## src/rtl/tcc_pkg.sv

```systemverilog
// shared widths, types and register codes for the temperature compensation block
package tcc_pkg;

    localparam int RAW_W    = 16;
    localparam int CAL_W    = 16;
    localparam int DIFF_W   = RAW_W + 1;
    localparam int PROD_W   = 2 * DIFF_W;
    localparam int SCALE_SH = 15;
    localparam int X1_W     = PROD_W - SCALE_SH - 1;
    localparam int DIVR_W   = X1_W + 1;
    localparam int DVS_W    = DIVR_W - 1;
    localparam int NUM_SH   = 11;
    localparam int DIV_Q_W  = CAL_W + NUM_SH;
    localparam int X2_W     = DIV_Q_W + 1;
    localparam int B5_W     = X2_W + 1;
    localparam int ROUND_AD = 8;
    localparam int OUT_SH   = 4;
    localparam int TEMP_W   = 24;
    localparam int IDX_W    = 2;

    localparam logic [IDX_W-1:0] REG_OFFSET_SCALE = 2'd0;
    localparam logic [IDX_W-1:0] REG_OFFSET       = 2'd1;
    localparam logic [IDX_W-1:0] REG_NUMERATOR    = 2'd2;
    localparam logic [IDX_W-1:0] REG_DIVISOR_BIAS = 2'd3;

    typedef struct packed {
        logic        [CAL_W-1:0] offset_scale;
        logic        [CAL_W-1:0] offset;
        logic signed [CAL_W-1:0] numerator;
        logic signed [CAL_W-1:0] divisor_bias;
    } t_cal;

    // state carried down the divider row
    typedef struct packed {
        logic signed [X1_W-1:0]    x1;
        logic        [DVS_W-1:0]   dvs;
        logic        [DVS_W-1:0]   rem;
        logic        [DIV_Q_W-1:0] dq;
        logic                      neg;
        logic                      zero;
    } t_div_data;

endpackage

```

## src/rtl/tcc_front.sv

```systemverilog
// offset, scale multiply and divisor setup stages ahead of the divider row
module tcc_front (
    input  logic                         i_clk,
    input  logic                         i_rst_n,
    input  logic                         i_valid,
    input  logic [tcc_pkg::RAW_W-1:0]    i_raw_temp,
    input  tcc_pkg::t_cal                i_cal,
    input  logic                         i_ready_dn,
    output logic                         o_ready,
    output logic                         o_valid,
    output tcc_pkg::t_div_data           o_data
);

    logic                                 r_v1, r_v2, r_v3;
    logic signed [tcc_pkg::DIFF_W-1:0]    r_diff;
    logic signed [tcc_pkg::PROD_W-1:0]    r_prod;
    tcc_pkg::t_div_data                   r_data;
    tcc_pkg::t_div_data                   n_data;
    logic                                 w_rdy1, w_rdy2, w_rdy3;
    logic signed [tcc_pkg::DIFF_W-1:0]    w_diff;
    logic signed [tcc_pkg::PROD_W-1:0]    w_prod;
    logic signed [tcc_pkg::X1_W-1:0]      w_x1;
    logic signed [tcc_pkg::DIVR_W-1:0]    w_divr;
    logic signed [tcc_pkg::DIVR_W-1:0]    w_divr_neg;
    logic signed [tcc_pkg::DIV_Q_W-1:0]   w_num;
    logic signed [tcc_pkg::DIV_Q_W-1:0]   w_num_neg;

    assign w_rdy3  = !r_v3 || i_ready_dn;
    assign w_rdy2  = !r_v2 || w_rdy3;
    assign w_rdy1  = !r_v1 || w_rdy2;
    assign o_ready = w_rdy1;
    assign o_valid = r_v3;
    assign o_data  = r_data;

    assign w_diff = $signed({1'b0, i_raw_temp}) - $signed({1'b0, i_cal.offset});
    assign w_prod = r_diff * $signed({1'b0, i_cal.offset_scale});

    always_comb begin
        // floor shift: keep the top bits of the product
        w_x1       = r_prod[tcc_pkg::PROD_W-2:tcc_pkg::SCALE_SH];
        w_divr     = $signed({w_x1[tcc_pkg::X1_W-1], w_x1})
                   + $signed({{(tcc_pkg::DIVR_W-tcc_pkg::CAL_W){i_cal.divisor_bias[
                       tcc_pkg::CAL_W-1]}}, i_cal.divisor_bias});
        w_divr_neg = -w_divr;
        w_num      = $signed({i_cal.numerator, {tcc_pkg::NUM_SH{1'b0}}});
        w_num_neg  = -w_num;
        n_data      = '0;
        n_data.x1   = w_x1;
        n_data.dvs  = w_divr[tcc_pkg::DIVR_W-1] ? w_divr_neg[tcc_pkg::DVS_W-1:0]
                                                : w_divr[tcc_pkg::DVS_W-1:0];
        n_data.dq   = i_cal.numerator[tcc_pkg::CAL_W-1] ? w_num_neg : w_num;
        n_data.neg  = i_cal.numerator[tcc_pkg::CAL_W-1] ^ w_divr[tcc_pkg::DIVR_W-1];
        n_data.zero = (w_divr == '0);
        n_data.rem  = '0;
    end

    always_ff @(posedge i_clk) begin
        if (!i_rst_n) begin
            r_v1 <= 1'b0;
            r_v2 <= 1'b0;
            r_v3 <= 1'b0;
        end else begin
            if (w_rdy1) r_v1 <= i_valid;
            if (w_rdy2) r_v2 <= r_v1;
            if (w_rdy3) r_v3 <= r_v2;
        end
        if (w_rdy1 && i_valid) r_diff <= w_diff;
        if (w_rdy2 && r_v1)    r_prod <= w_prod;
        if (w_rdy3 && r_v2)    r_data <= n_data;
    end

endmodule

```

## src/rtl/tcc_div_cell.sv

```systemverilog
// one restoring division step with its beat register
module tcc_div_cell (
    input  logic                  i_clk,
    input  logic                  i_rst_n,
    input  logic                  i_valid,
    input  tcc_pkg::t_div_data    i_data,
    input  logic                  i_ready_dn,
    output logic                  o_ready,
    output logic                  o_valid,
    output tcc_pkg::t_div_data    o_data
);

    logic                            r_valid;
    tcc_pkg::t_div_data              r_data;
    tcc_pkg::t_div_data              n_data;
    logic [tcc_pkg::DVS_W:0]         w_trial;
    logic [tcc_pkg::DVS_W:0]         w_sub;
    logic                            w_ge;

    assign o_ready = !r_valid || i_ready_dn;
    assign o_valid = r_valid;
    assign o_data  = r_data;

    always_comb begin
        // bring down the next dividend bit, quotient bit shifts in at the bottom
        w_trial     = {i_data.rem, i_data.dq[tcc_pkg::DIV_Q_W-1]};
        w_sub       = w_trial - {1'b0, i_data.dvs};
        w_ge        = (w_trial >= {1'b0, i_data.dvs});
        n_data      = i_data;
        n_data.rem  = w_ge ? w_sub[tcc_pkg::DVS_W-1:0] : w_trial[tcc_pkg::DVS_W-1:0];
        n_data.dq   = {i_data.dq[tcc_pkg::DIV_Q_W-2:0], w_ge};
    end

    always_ff @(posedge i_clk) begin
        if (!i_rst_n) begin
            r_valid <= 1'b0;
        end else if (o_ready) begin
            r_valid <= i_valid;
        end
        if (o_ready && i_valid) r_data <= n_data;
    end

endmodule

```

## src/rtl/temperature_calibration_compensate.sv

```systemverilog
// top level: calibration registers, front stages, divider row and output stage
//
//  channel   direction  handshake           payload
//  input     in         i_valid / o_stall   i_raw_temp
//  result    out        o_valid / i_stall   o_temp_tenths, o_div_zero
//  config    in         i_cfg_we            i_cfg_index, i_cfg_data
//
// one beat per cycle in and out while i_stall is low; the path holds three front stages,
// one cell per quotient bit (27) and the output register
// every stage holds its own valid, so bubbles close up behind a stalled result
// synchronous active-low reset clears valids and the calibration words
module temperature_calibration_compensate (
    input  logic                               i_clk,
    input  logic                               i_rst_n,
    input  logic                               i_valid,
    output logic                               o_stall,
    input  logic [tcc_pkg::RAW_W-1:0]          i_raw_temp,
    output logic                               o_valid,
    input  logic                               i_stall,
    output logic signed [tcc_pkg::TEMP_W-1:0]  o_temp_tenths,
    output logic                               o_div_zero,
    input  logic                               i_cfg_we,
    input  logic [tcc_pkg::IDX_W-1:0]          i_cfg_index,
    input  logic [tcc_pkg::CAL_W-1:0]          i_cfg_data
);

    localparam int NCELL = tcc_pkg::DIV_Q_W;

    tcc_pkg::t_cal                        r_cal;
    tcc_pkg::t_div_data                   w_data  [0:NCELL];
    logic                                 w_valid [0:NCELL];
    logic                                 w_ready [0:NCELL];
    logic                                 w_front_ready;
    logic                                 w_out_ready;
    logic                                 r_out_valid;
    logic signed [tcc_pkg::TEMP_W-1:0]    r_temp;
    logic                                 r_zero;
    logic signed [tcc_pkg::X2_W-1:0]      w_q;
    logic signed [tcc_pkg::X2_W-1:0]      w_x2;
    logic signed [tcc_pkg::B5_W-1:0]      w_b5;
    logic signed [tcc_pkg::TEMP_W-1:0]    n_temp;

    always_ff @(posedge i_clk) begin
        if (!i_rst_n) begin
            r_cal <= '0;
        end else if (i_cfg_we) begin
            case (i_cfg_index)
                tcc_pkg::REG_OFFSET_SCALE: r_cal.offset_scale <= i_cfg_data;
                tcc_pkg::REG_OFFSET:       r_cal.offset       <= i_cfg_data;
                tcc_pkg::REG_NUMERATOR:    r_cal.numerator    <= $signed(i_cfg_data);
                tcc_pkg::REG_DIVISOR_BIAS: r_cal.divisor_bias <= $signed(i_cfg_data);
                default: r_cal <= r_cal;
            endcase
        end
    end

    assign o_stall = !w_front_ready;

    tcc_front u_front (
        .i_clk      (i_clk),
        .i_rst_n    (i_rst_n),
        .i_valid    (i_valid),
        .i_raw_temp (i_raw_temp),
        .i_cal      (r_cal),
        .i_ready_dn (w_ready[0]),
        .o_ready    (w_front_ready),
        .o_valid    (w_valid[0]),
        .o_data     (w_data[0])
    );

    genvar g;
    generate
        for (g = 0; g < NCELL; g++) begin : g_cell
            tcc_div_cell u_cell (
                .i_clk      (i_clk),
                .i_rst_n    (i_rst_n),
                .i_valid    (w_valid[g]),
                .i_data     (w_data[g]),
                .i_ready_dn (w_ready[g+1]),
                .o_ready    (w_ready[g]),
                .o_valid    (w_valid[g+1]),
                .o_data     (w_data[g+1])
            );
        end
    endgenerate

    assign w_out_ready    = !r_out_valid || !i_stall;
    assign w_ready[NCELL] = w_out_ready;

    always_comb begin
        w_q    = $signed({1'b0, w_data[NCELL].dq});
        w_x2   = w_data[NCELL].neg ? -w_q : w_q;
        w_b5   = $signed({{(tcc_pkg::B5_W-tcc_pkg::X1_W){w_data[NCELL].x1[
                     tcc_pkg::X1_W-1]}}, w_data[NCELL].x1})
               + $signed({w_x2[tcc_pkg::X2_W-1], w_x2})
               + $signed(tcc_pkg::B5_W'(tcc_pkg::ROUND_AD));
        // floor shift by four, result always fits the output width
        n_temp = w_data[NCELL].zero ? '0
               : w_b5[tcc_pkg::OUT_SH+tcc_pkg::TEMP_W-1:tcc_pkg::OUT_SH];
    end

    always_ff @(posedge i_clk) begin
        if (!i_rst_n) begin
            r_out_valid <= 1'b0;
        end else if (w_out_ready) begin
            r_out_valid <= w_valid[NCELL];
        end
        if (w_out_ready && w_valid[NCELL]) begin
            r_temp <= n_temp;
            r_zero <= w_data[NCELL].zero;
        end
    end

    assign o_valid       = r_out_valid;
    assign o_temp_tenths = r_temp;
    assign o_div_zero    = r_zero;

endmodule

```

## config.mk

```make
export PLATFORM = sky130hd
export DESIGN_NAME = temperature_calibration_compensate
export DESIGN_NICKNAME = d
export VERILOG_FILES = /design/src/rtl/tcc_pkg.sv /design/src/rtl/tcc_front.sv /design/src/rtl/tcc_div_cell.sv /design/src/rtl/temperature_calibration_compensate.sv
export SDC_FILE = /design/constraint.sdc
export NUM_CORES = 2
export LEC_CHECK = 0
export BUFFER_PORTS_ARGS = -buffer_cell sky130_fd_sc_hd__buf_4
export CORE_ASPECT_RATIO = 2
export CORE_MARGIN = 2
export CORE_UTILIZATION = 60
export DETAILED_ROUTE_END_ITERATION = 8
export GPL_ROUTABILITY_DRIVEN = 1
export GPL_TIMING_DRIVEN = 0
export PLACE_DENSITY = 0.76
export SYNTH_ARGS = -nofsm -noshare
export SYNTH_HDL_FRONTEND = slang
export SYNTH_SLANG_ARGS = --single-unit
```

## constraint.sdc

```tcl
create_clock -name i_clk -period 20 [get_ports i_clk]
set_input_delay 3 -clock i_clk [delete_from_list [all_inputs] [get_ports i_clk]]
set_output_delay 3 -clock i_clk [all_outputs]
set_load 0.02 [all_outputs]
```

== Word level (Yosys, flattened, before mapping) ==
Index checks and enable logic that the tools add are counted.
Word-level totals
  bits in registers: 2440
  input port bits: 39
  output and inout bits: 27
  word-level logic and storage cells: 401
Operators by class
  add/sub/neg operators: 33
  multiply operators: 1
  magnitude comparators: 27
  equality and inequality tests: 3
  muxes and demuxes: 29
  bitwise operators: 1
  reduce and logical (&&, ||, !) cells: 101
Operator list (number)
  $ge A19 B18 Y1: 26
  $mux W18: 26
  $sub A18 B18 Y18: 25
  $logic_not A1 Y1: 33
  $mul A17 B17 Y33: 1
  $logic_and A1 B1 Y1: 31
  $logic_or A1 B1 Y1: 31
  $add A18 B28 Y28: 1
  $add A28 B5 Y28 const B: 1
  $mux W28: 1
  $neg A27 Y28: 1
  $neg A27 Y27: 1
  $mux W26: 1
  $add A18 B16 Y19: 1
  $logic_not A19 Y1: 1
  $ge A1 B18 Y1: 1
  $neg A18 Y18: 1
  $sub A1 B18 Y18: 1
  $sub A16 B16 Y17: 1
  $reduce_and A2 Y1: 4
  $eq A2 B2 Y1 const B: 2
  $eq A2 B1 Y1 const B: 1
  $logic_not A2 Y1: 1
  $mux W1: 1
  $xor A1 B1 Y1: 1

== Logic depth before layout (Yosys ltp) ==
  word-level depth: 33
  gate-level depth with buffers: 25
  mapped depth without buffers: 24

== By module ==
Synthesis repeated with hierarchy kept, for this count alone.
Second synthesis, totals
  cell total of the unflattened synthesis: 9645
  area, all modules: 126199.8 um^2
Modules (own cells, without submodules)
  tcc_div_cell at g_cell[0].u_cell ...: times used 24, cells each 275, area an instance 3891.2 um^2
  tcc_front: times used 1, cells each 1590, area an instance 15464.8 um^2
  tcc_div_cell at g_cell[1].u_cell ...: times used 2, cells each 275, area an instance 3946.3 um^2
  temperature_calibration_compensate: times used 1, cells each 631, area an instance 5437.7 um^2
  tcc_div_cell at g_cell[21].u_cell: times used 1, cells each 274, area an instance 4015.1 um^2

== Worst setup path after synthesis ==
OpenSTA, ideal clock, no wires.
  path type: input-to-reg
  start: input port i_stall
  end: register g_cell[2].u_cell.r_data, in the netlist g_cell[2].u_cell.o_data[0], enable pin
  arrival: 9.251 ns
  required time: 19.388 ns
  path slack: 10.136 ns
  cell stages on the path: 8
  buffers on the path: 0
  path through: and4_1 > nand4_1 > nor4_1 > and2_1 > and4_1 > nand2_1 > nor2_1 > a21boi_0
Between the ends
  cells in the longest elaborated chain, start to end: 28
Ends and longest elaborated chain
  start, declared: RTL line temperature_calibration_compensate.sv:19  | input logic i_stall,
  $logic_not A1 Y1: RTL line temperature_calibration_compensate.sv:87  | assign w_out_ready = !r_out_valid || !i_stall;
  $logic_or A1 B1 Y1: RTL line temperature_calibration_compensate.sv:87
  $logic_or A1 B1 Y1 (25 in series): RTL line tcc_div_cell.sv:20  | assign o_ready = !r_valid || i_ready_dn;
  $logic_and A1 B1 Y1: RTL line tcc_div_cell.sv:40  | if (o_ready && i_valid) r_data <= n_data;
  end signal, assigned: RTL line tcc_div_cell.sv:40
  end, declared: RTL line tcc_div_cell.sv:14  | tcc_pkg::t_div_data r_data;
No other way between the ends.
A chain may end at the register's enable or synchronous reset.

== Worst setup path in the final report ==
  start: input port i_stall
  end: output port o_stall
Between the ends
  cells in the longest elaborated chain, start to end: 33
Ends and longest elaborated chain
  $logic_not A1 Y1: RTL line temperature_calibration_compensate.sv:87
  $logic_or A1 B1 Y1: RTL line temperature_calibration_compensate.sv:87
  $logic_or A1 B1 Y1 (27 in series): RTL line tcc_div_cell.sv:20
  $logic_or A1 B1 Y1: RTL line tcc_front.sv:28  | assign w_rdy3 = !r_v3 || i_ready_dn;
  $logic_or A1 B1 Y1: RTL line tcc_front.sv:29  | assign w_rdy2 = !r_v2 || w_rdy3;
  $logic_or A1 B1 Y1: RTL line tcc_front.sv:30  | assign w_rdy1 = !r_v1 || w_rdy2;
  $logic_not A1 Y1: RTL line temperature_calibration_compensate.sv:57  | assign o_stall = !w_front_ready;
  end, declared: RTL line temperature_calibration_compensate.sv:16  | output logic o_stall,
No other way between the ends.

==> reports/results.txt <==
Final hold vios: 0
DR pass1 iterations: 8
Share of layout cells above drive strength 1: 9.830%
Worst Tran Pin Value: 1.254 ns
Clk_lat worst skew: 0.86 ns
Post-Syn Instances: 7961
Max Slew Vio Count: 0
Leakage: 44.80 nW
Initial antenna violation count: 4
Unrepaired setup endpoints after global routing: false
Die Y-Extent: 601.2 um
Clock Sinks: 2183
Number of CTS-inserted buffers: 187
Ranking of synthesized cells by area: edfxtp_1 (59%), ha_1 (7.5%), fa_1 (5.6%)
Final period utilization: 50.90%
Post-synth top area cell: edfxtp_1
Gr usage total: 26.20%
Ys async rst share: 0%
Post-Route WL: 236900 um
Critical Path AT: 7.18 ns
Syn-to-layout area delta: 10.29%
CP Cell Sequence: buf_4, and4_1, nand4_1, nor4_1, and2_1, and4_1, nand2_1, nor2_1, and4_1, and4_1, buf_4
Most common cell in the synthesized netlist: edfxtp_1
Most used cell, CP: and4_1
Synth Area in XOR/XNOR: 3.455%
Synthesis Warnings: 0
Final HPWL DP: 181800 um
H-tree levels: 4
Buffers & Inverters on Critical Path: 2
Largest net degree at the start of global routing: 43
Post-route ant nets: 0
Critical-path maximum fanout: 6
Fin crit period: 10.18 ns
Max Clock Freq: 98.22 MHz
Worst Setup Start Kind: input pin
Final #Nets: 9244
Vias in the first global route: 66660
Hold crit path type: reg -> reg
Max-cap violations: 0
Via count: 61820
Initial Util: 60.25%
Maximum VDD drop: 128.5 uV
Resize count post-CTS: 0
Root buffer cell: clkbuf_16
Synth Area in Simple Gates: 7.502%
Min Hold Slack: 0.3750 ns
Synthesized area: 107000 um2
DIE WIDTH: 302.6 um
First-pass GRT wire length: 359900 um
Syn_nets: 8938
Setup crit end: o_stall
Most used DFF post-synth: edfxtp_1
Avg Vias per Cell: 5.759
Clock Skews: 0.09968 ns
Crit path from: i_stall
CP endpoint kind: primary output
Seq cells post-synth: 2183
Slowest stage delay, CP: 1.11 ns
Yosys cell types: 84
Crit Path Class: in -> out
Fillcell total: 12600
Status: completed
Critical R2R Launch: u_front.r_diff[6]$_DFFE_PP_
Critical Path Stages: 11
Wire per inst: 22.07 um
Post-synth EDFFs: 2088
Final GP Congestion: 0.9563
Top cells by count, synth: edfxtp_1 (2088), inv_1 (1002), ha_1 (639), nand2_1 (531), nor2_1 (384)
Port Buffers: 63
Post-CTS Setup Inserts: 0
Setup-failing EPs final: 0
# rows: 219
Register area share after synthesis: 60.39%
Setup TNS: 0 ns
Core area: 177600 um2
R2R cell count: 23
Hold_buf cts: 0
Hold path depth: 0
Multiplexer share of the synthesized area: 3.807%
DR iter-0 viols: 3386
CTS tree: built
# IOs: 66
Pwr dens: 77.82 nW/um2
DRC viols: 0
Clk pin slew, worst setup/hold paths: 0.07 ns
Share of the synthesized area in the top cell type: 58.61%
Adder-cell share of the synthesized area: 13.07%
Worst path required time: 17.00 ns
Crit path max-delay family: simple AND/OR/NAND/NOR gates
DIE AREA: 181900 um2
Compound-Gate Fraction of Synth Area: 7.798%
Slew margin rel.: 15.61%
Grt ovf: 0
Slowest CP cell: nor4_1
Main combinational cell family by area after synthesis: adder cells
Clk buf depth: 4
Reg2reg setup slack: 12.05 ns
Avg Inst Size Synth: 13.44 um2
Reg-to-Reg End: u_front.r_prod[30]$_DFFE_PP_
-- placed cells by master, fill, tap and decap left out, types with 105 or more instances in the layout --
| cell | n |
|---|---|
| edfxtp_1 | 2088 |
| a21oi_1 | 292 |
| nor2_1 | 384 |
| fa_1 | 299 |
| nand2_1 | 531 |
| clkbuf_1 | 129 |
| and2_1 | 143 |
| clkbuf_16 | 191 |
| a21boi_0 | 105 |
| xor2_1 | 124 |
| inv_1 | 1002 |
| xnor2_1 | 298 |
| nor2b_1 | 111 |
| o21ai_0 | 257 |
| a21o_1 | 121 |
| ha_1 | 639 |
| mux2_2 | 318 |
-- layer usage --
layer / wire, um / track usage (%) / part of all wire (%) / vias up
li1: - / - / - / 29030
met5: 14 / 0 / 0.0059 / -
met3: 6326 / 2.506 / 2.7 / 796
met2: 139800 / 53.77 / 59 / 1426
met4: 22090 / 21.02 / 9.3 / 2
met1: 68700 / 21.30 / 29 / 30570
-- through the flow --
step                      setup WS [ns]  cell area [um2]  cells  total power (W)  utilization [%]
final                             9.819           118000  10740         0.009181            66.45
after global routing              9.625           118000  10730         0.009440            66.44
after CTS                         9.905           118000  10730         0.009255            66.44
after detailed placement          9.897           111700  10400         0.005510            62.90
after global placement            6.689           110400  10340         0.005503            62.15
after floorplan                   10.14           107000   7961         0.005358                -
-- power breakdown --
| part | leakage [nW] | internal [W] | switching [W] | total (W) |
|---|---|---|---|---|
| registers | 19.5 | 0.00498 | 0.0000372 | 0.00501 |
| clock network | 3.03 | 0.00216 | 0.00162 | 0.00377 |
| logic | 22.2 | 0.000149 | 0.000244 | 0.000393 |
-- layout make-up --
type	count	area, um2	share of cell area (%)
clock inverters	107	1331	1.128
clock buffers	228	4959	4.203
diodes	2	5.005	0.004242
flip-flops and latches	2183	64600	54.76
multi-input cells	4654	38370	32.52
repair buffers	117	1556	1.319
inverters	1003	3765	3.191
plain buffers	121	494.2	0.4189
well taps	2320	2903	2.460
-- how the worst min path moves through the flow --
stage	start	to	slack, ns
6_report	g_cell[3].u_cell.o_data[73]$_DFFE_PP_	g_cell[4].u_cell.o_data[73]$_DFFE_PP_	0.38
3_5_place_dp	u_front.o_data[69]$_DFFE_PP_	g_cell[0].u_cell.o_data[69]$_DFFE_PP_	0.40
5_1_grt	g_cell[1].u_cell.o_data[67]$_DFFE_PP_	g_cell[2].u_cell.o_data[67]$_DFFE_PP_	0.39
2_1_floorplan	u_front.o_data[0]$_DFFE_PP_	g_cell[0].u_cell.o_data[0]$_DFFE_PP_	0.40
4_1_cts	g_cell[13].u_cell.o_data[49]$_DFFE_PP_	g_cell[14].u_cell.o_data[49]$_DFFE_PP_	0.37
3_3_place_gp	g_cell[7].u_cell.o_data[21]$_DFFE_PP_	g_cell[8].u_cell.o_data[22]$_DFFE_PP_	0.40
-- registers in the layout (all words and copies together), names as in the netlist --
| register | flops |
|---|---|
| o_div_zero | 1 |
| o_valid | 1 |
| r_cal | 64 |
| u_front.r_v2 | 1 |
| o_temp_tenths | 24 |
| u_front.r_diff | 17 |
| u_front.o_valid | 1 |
| u_front.o_data | 54 |
| g_cell.u_cell.o_data | 1974 |
| u_front.r_v1 | 1 |
| g_cell.u_cell.o_valid | 27 |
| u_front.r_prod | 18 |
-- logic make-up after synthesis --
kind of cell             Yosys count
AO/OA/AOI/OAI                   1257
XOR/XNOR                         422
adder cells (fa/ha/maj)          938
buffers and inverters           1124
flip-flops                      2183
multiplexers                     367
AND/OR/NAND/NOR                 1670
Power figures use the tool's default switching activity.
